<file path="src/design/pcdp_pkg.sv">
// Package for the position cache: types, constants and score helpers.
`default_nettype none
package pcdp_pkg;

	localparam int TABLE_ENTRIES = 4096;
	localparam int IDX_W         = $clog2(TABLE_ENTRIES);
	localparam int LAST_IDX      = TABLE_ENTRIES - 1;
	localparam logic [5:0] DEPTH_MAX = 6'h3F;

	typedef logic [IDX_W-1:0] idx_t;

	typedef enum logic [1:0] {
		OP_PROBE = 2'd0,
		OP_STORE = 2'd1,
		OP_CLEAR = 2'd2
	} op_t;

	typedef enum logic {
		CFG_MATE_VALUE = 1'b0,
		CFG_MAX_PLY    = 1'b1
	} cfg_idx_t;

	typedef enum logic [1:0] {
		ST_CLEAR,
		ST_IDLE,
		ST_LOOK
	} st_t;

	typedef struct packed {
		op_t                op;
		logic [63:0]        key;
		logic [7:0]         ply;
		logic [15:0]        store_move;
		logic signed [7:0]  store_depth;
		logic signed [15:0] store_score;
		logic [1:0]         store_flag;
	} req_t;

	typedef struct packed {
		logic               hit;
		logic [15:0]        move;
		logic signed [15:0] score;
		logic [1:0]         flag;
		logic [5:0]         depth;
	} rsp_t;

	// info: flag in [7:6], depth in [5:0]; zero info means empty
	typedef struct packed {
		logic [63:0] key;
		logic [15:0] move;
		logic [15:0] score;
		logic [7:0]  info;
	} entry_t;

	localparam int ENTRY_W = $bits(entry_t);

	typedef struct packed {
		logic   we;
		entry_t data;
	} wr_t;

	// XOR fold of the four key words, masked and reduced into the table
	function automatic idx_t slot_of(logic [63:0] key);
		logic [15:0] fold;
		logic [16:0] m;
		fold = key[15:0] ^ key[31:16] ^ key[47:32] ^ key[63:48];
		m = {1'b0, fold & 16'(LAST_IDX)};
		if (m >= 17'(TABLE_ENTRIES)) begin
			m = m - 17'(TABLE_ENTRIES);
		end
		return m[IDX_W-1:0];
	endfunction

	// to_node = 1: root-relative -> node-relative; 0: the reverse
	function automatic logic [15:0] mate_shift(logic [15:0] s, logic [7:0] ply,
			logic [14:0] mate, logic [9:0] maxp, logic to_node);
		logic signed [16:0] sx;
		logic signed [16:0] hi;
		logic signed [16:0] lo;
		logic [15:0] up;
		logic [15:0] dn;
		sx = {s[15], s};
		hi = $signed({2'b00, mate}) - $signed({7'b0, maxp});
		lo = -hi;
		up = s + {8'b0, ply};
		dn = s - {8'b0, ply};
		if (sx >= hi) begin
			return to_node ? up : dn;
		end else if (sx <= lo) begin
			return to_node ? dn : up;
		end
		return s;
	endfunction

endpackage
`default_nettype wire

</file>
<file path="src/design/pcdp_upd.sv">
// Probe result and store update from the entry read out of memory.
`default_nettype none
module pcdp_upd
	import pcdp_pkg::*;
(
	input  wire req_t        item,
	input  wire entry_t      cur,
	input  wire logic [14:0] mate_value,
	input  wire logic [9:0]  max_ply,
	output rsp_t             result,
	output wr_t              wr
);

	logic              match;
	logic signed [8:0] dep_new;
	logic signed [8:0] dep_old;
	logic [5:0]        dep_sat;

	assign match   = (cur.info != 8'd0) && (cur.key == item.key);
	assign dep_new = {item.store_depth[7], item.store_depth};
	assign dep_old = {3'b000, cur.info[5:0]};
	assign dep_sat = (dep_new > 9'sd63) ? DEPTH_MAX : item.store_depth[5:0];

	always_comb begin
		result = '0;
		if (item.op == OP_PROBE && match) begin
			result.hit   = 1'b1;
			result.move  = cur.move;
			result.score = mate_shift(cur.score, item.ply, mate_value, max_ply, 1'b0);
			result.flag  = cur.info[7:6];
			result.depth = cur.info[5:0];
		end
	end

	always_comb begin
		wr.we         = (item.op == OP_STORE) && (dep_new >= dep_old);
		wr.data.key   = item.key;
		wr.data.move  = item.store_move;
		wr.data.score = mate_shift(item.store_score, item.ply, mate_value, max_ply, 1'b1);
		wr.data.info  = {item.store_flag, dep_sat};
	end

endmodule
`default_nettype wire

</file>
<file path="config.mk">
export PLATFORM = sky130hd
export DESIGN_NAME = pcdp_upd
export DESIGN_NICKNAME = d
export VERILOG_FILES = /design/src/design/pcdp_pkg.sv /design/src/design/pcdp_upd.sv
export SDC_FILE = /design/constraint.sdc
export NUM_CORES = 1
export LEC_CHECK = 0
export ABC_CLOCK_PERIOD_IN_PS = 16000
export BUFFER_PORTS_ARGS = -buffer_cell sky130_fd_sc_hd__buf_2
export CORE_AREA = 3 3 153 155
export DETAILED_ROUTE_END_ITERATION = 10
export DIE_AREA = 0 0 156 158
export SYNTH_ARGS = -nofsm -noshare
export SYNTH_HDL_FRONTEND = slang
export SYNTH_SLANG_ARGS = --single-unit
</file>
<file path="constraint.sdc">
create_clock -name vclk -period 16
set_input_delay 4.8 -clock vclk [all_inputs]
set_output_delay 4.8 -clock vclk [all_outputs]
set_load 0.05 [all_outputs]
</file>
* Word-level counts from Yosys, hierarchy flattened
Index checks and enable logic that the tools add are counted.
** Cells by class
- $add $sub $neg :: 6
- $lt $le $gt $ge :: 6
- Eq/ne operators :: 2
- Multiplexer cells :: 13
- Reduce and logical (&&, ||, !) cells :: 5
** Operators by type and width (number)
- two-way mux 16 bit :: 6
- equality test 64 bit :: 1
- two-way mux 41 bit :: 1
- less-or-equal comparator 16 x 17 -> 1 bit :: 2
- adder 16 x 8 -> 16 bit :: 2
- greater-or-equal comparator 16 bit :: 2
- subtractor 16 x 8 -> 16 bit :: 2
- negator 16 -> 17 bit :: 1
- subtractor 15 x 10 -> 16 bit :: 1
- greater-or-equal comparator 8 x 7 -> 1 bit :: 1
- > comparator 8 x 7 -> 1 bit, second input constant :: 1
- nonzero test 8 bit :: 1
- two-way mux 6 bit :: 1
- two-way mux 1 bit :: 5
- logical AND 1 bit :: 3
- equality test 2 x 1 -> 1 bit, second input constant :: 1
- zero test 2 bit :: 1
** Storage, ports and cells
- Register bits after elaboration :: 0
- Input bits :: 245
- Word-level logic and storage cells :: 32

* Depth between registers and ports, before layout
- Word-level depth :: 8
- Mapped depth :: 34
- Depth with buffers taken out :: 33

* Worst setup path after synthesis
No wires, ideal clock.
- Kind :: input to output
- Start point :: in mate_value[0]
- End point :: out result[22] (netlist name)
- Arrival time :: 11.067 ns
- Required time :: 11.200 ns
- Setup slack :: 0.133 ns
- Stages :: 31
- Cell sequence :: inv_1 -> ha_1 -> inv_1 -> fa_1 -> a21oi_2 -> nor2_1 -> o311ai_2 -> a32o_2 -> nor2b_1 -> nor2b_1 -> xnor2_1 -> ha_1 -> and4_1 -> a21oi_1 -> o221ai_1 -> o21ai_1 -> and2_1 -> buf_2 -> mux2i_1 -> fa_1 -> a21o_1 -> a21oi_1 -> o21bai_1 -> a2111o_1 -> o211ai_1 -> o211ai_1 -> a31o_2 -> a21oi_1 -> xnor2_1 -> mux2i_1 -> nor2b_1
** RTL lines
- start, declared :: line pcdp_upd.sv:8 : input wire logic [14:0] mate_value,
- end, declared :: line pcdp_upd.sv:10 : output rsp_t result,

==> impl_summary.md <==
Run status
The run finished with clean final reports.

Synthesis
The gate count after technology mapping is 823. The synthesized area is 6180 um2. After synthesis, the cell types taking the most area are sky130_fd_sc_hd__ha_1, sky130_fd_sc_hd__xnor2_1, sky130_fd_sc_hd__buf_4. The top cell type's share of synthesized area is 0.223. Counting every net in the synthesized netlist gives between 1k and 1.5k. The Yosys warning count is 0.

The library cell with the largest summed area after synthesis is sky130_fd_sc_hd__ha_1. Synthesis instantiated 68 different standard cells from the library. For this run, the register share of the synthesized area comes to 0.

The average instance in the mapped netlist occupies approximately 7.5 um2.

Place
Buffers placed on the I/O ports in this run total 355. Summed over all nets, the half-perimeter wirelength after detailed placement is 25000 um. The final weighted congestion in routability-driven placement is 0.937. At the placement stage, the worst setup path has a slack of 85.2 ps.

Layout
The most common cell after layout, fill and taps aside is sky130_fd_sc_hd__buf_2. In the layout the commonest cells are sky130_fd_sc_hd__buf_2, sky130_fd_sc_hd__ha_1, sky130_fd_sc_hd__xnor2_1. In the finished design the tool counted flip-flops and latches totalling 0. The layout cell share with drive strength beyond 1 is 0.388.

The layout overhead on the synthesized area is 27.7%. The multi-input logic area is around 5300 um2. The final layout contains 1462 nets. The fill cell instance count of the final layout is around 2.4k. Counting the clock-network buffers in the layout gives 0. The area taken by flip-flops and latches is 0 um2.

Timing
Setup violations remaining at the end of the flow were counted as 0. Setup slack on the critical path of the routed design comes to 350 ps. The worst hold slack is slightly below 10000 ps.

In the finished design, the share of the clock period the worst path needs comes to 0.978. The tightest slew margin relative to the limit is 0.236. The final-report hold violation count is 0. The final critical path time including I/O delays and setup is around 16000 ps. For the pin with the worst max-slew slack, the measured transition is 1140 ps. Timing would allow up to approximately 0.064 GHz. The max-slew violation count is 0.

CTS
The number of buffers inserted by post-CTS setup repair is 0. Post-CTS repair changed the size of 0 cells. In this run, post-CTS hold repair placed 0 buffers.

Run
Max-cap violations in this run came to 0.

Floorplanning
The core box area is roughly 22000 um2. After floorplanning, the core was divided into 54 placement rows. The area of the die is approximately 25000 um2. The vertical extent of the die is 158 um.

In this run the count of I/O pins placed on the die edge is about 390. In this run the horizontal extent of the chip is between 150 and 200 um. The initial utilization of the core area, before any placement, comes to 0.281.

Drt
After detailed routing, the average wire length per cell comes to approximately 20 um. The total via count after detailed routing is 6787. Before antenna repair, the detailed router went through 5 iterations. The detailed-route wire length is 27300 um. The post-route DRC violation count is 0. The DRC marker count from the first detailed-route iteration is 338. The number of vias per cell after detailed routing is 4.91. The remaining number of nets flagged by the antenna check after routing is 0.

Global routing
The number of antenna violations at the first check in global routing is 4. The overall fraction of global-route tracks in use is 0.207. The global-route wire length before repair is around 40000 um. Entering global routing, the biggest net connects 32 pins. After global routing the overflow that remains totals 0. The number of global-route vias before repair is 6542.

Power and ir drop
Dividing total power by cell area gives a power density of 60.7 nW/um2. The analysis attributes to cell leakage a power of about 4.2 nW. The worst-case IR drop observed on VDD is 0.0464 mV.

Setup path
The buffers plus inverters on the worst setup path is 5. On the critical path, the stage with the largest delay is an instance of sky130_fd_sc_hd__a2111o_1. The worst setup path is of the in -> out kind. The required time at the worst-slack endpoint is between 10000 and 15000 ps. The family with the most delay on the worst path is compound AO/OA/AOI/OAI gates. The endpoint class of the critical path is an output port. In this design, the stage delay of the slowest critical-path cell is ~430 ps. In this run the worst path has a maximum fanout of 3. The startpoint type of the worst setup path is a primary input.

The data arrival time at the worst-slack endpoint is 10850 ps.

Hold path
The path class of the tightest hold or removal check is in -> out.
-- synth_stat cells, drive strengths merged (7+ instances only) --
cell and number:
o21ai 32, a21o 22, xor2 28, nor4 11, nand3 12, nor2b 26, inv 73, mux2i 15
nand2 29, ha 110, mux2 17, nand2b 21, o211ai 7, o22ai 9, nor3 17, and2 29
nand4 19, a21oi 38, or3 8, nor2 52, xnor2 75, o21a 9, a221oi 9, buf 87
-- stage by stage --
step / util / std cells / setup TNS, ps / power (mW) / area [um2]
3_5_place_dp: 0.354 / 1382 / 0 / 0.466 / 7770
5_1_grt: 0.359 / 1383 / -133 / 0.526 / 7890
6_report: 0.359 / 1383 / 0 / 0.479 / 7890
4_1_cts: 0.354 / 1382 / 0 / 0.468 / 7770
2_1_floorplan: - / 823 / 0 / 0.360 / 6180
3_3_place_gp: 0.354 / 1382 / 0 / 0.463 / 7770
-- final timing paths --
path | start | to | slack (ps) | cells past startpoint
worst max-delay path | mate_value[0] | result[22] | 350 | 33
worst min-delay path | item[31] | wr[29] | 9600 | 0
-- layer usage --
layer  GRT usage  wire length, um  vias to the layer above
met5           0               38                        -
met4      0.0328              518                        6
met3      0.0656             2720                       34
met2       0.322            11800                      247
met1       0.284            12200                     3096
li1            -                -                     3404
-- logic make-up (layout without fill, tap and decap cells) --
group	count (synthesis)	after routing	share of synthesized area
mux	32	32	0.0614
compound gates	165	165	0.185
other cells	0	1	0
buf+inv	166	445	0.156
fa+ha+maj	113	113	0.232
xor+xnor	104	104	0.152
simple gates	243	243	0.213
-- power breakdown --
group | total [mW] | switching (mW) | internal [mW]
logic | 0.479 | 0.291 | 0.188
registers | 0 | 0 | 0
clock network | 0.00000000841 | 0 | 0.00000000840
total | 0.479 | 0.291 | 0.188
-- area by class of cell --
| class | instances | area share |
|---|---|---|
| antenna | 1 | 0.000317 |
| timing repair buffer | 372 | 0.244 |
| inverter | 73 | 0.0347 |
| tap | 280 | 0.0444 |
| multi-input combinational | 657 | 0.677 |
Note: power is estimated with default switching activity, not from simulation.
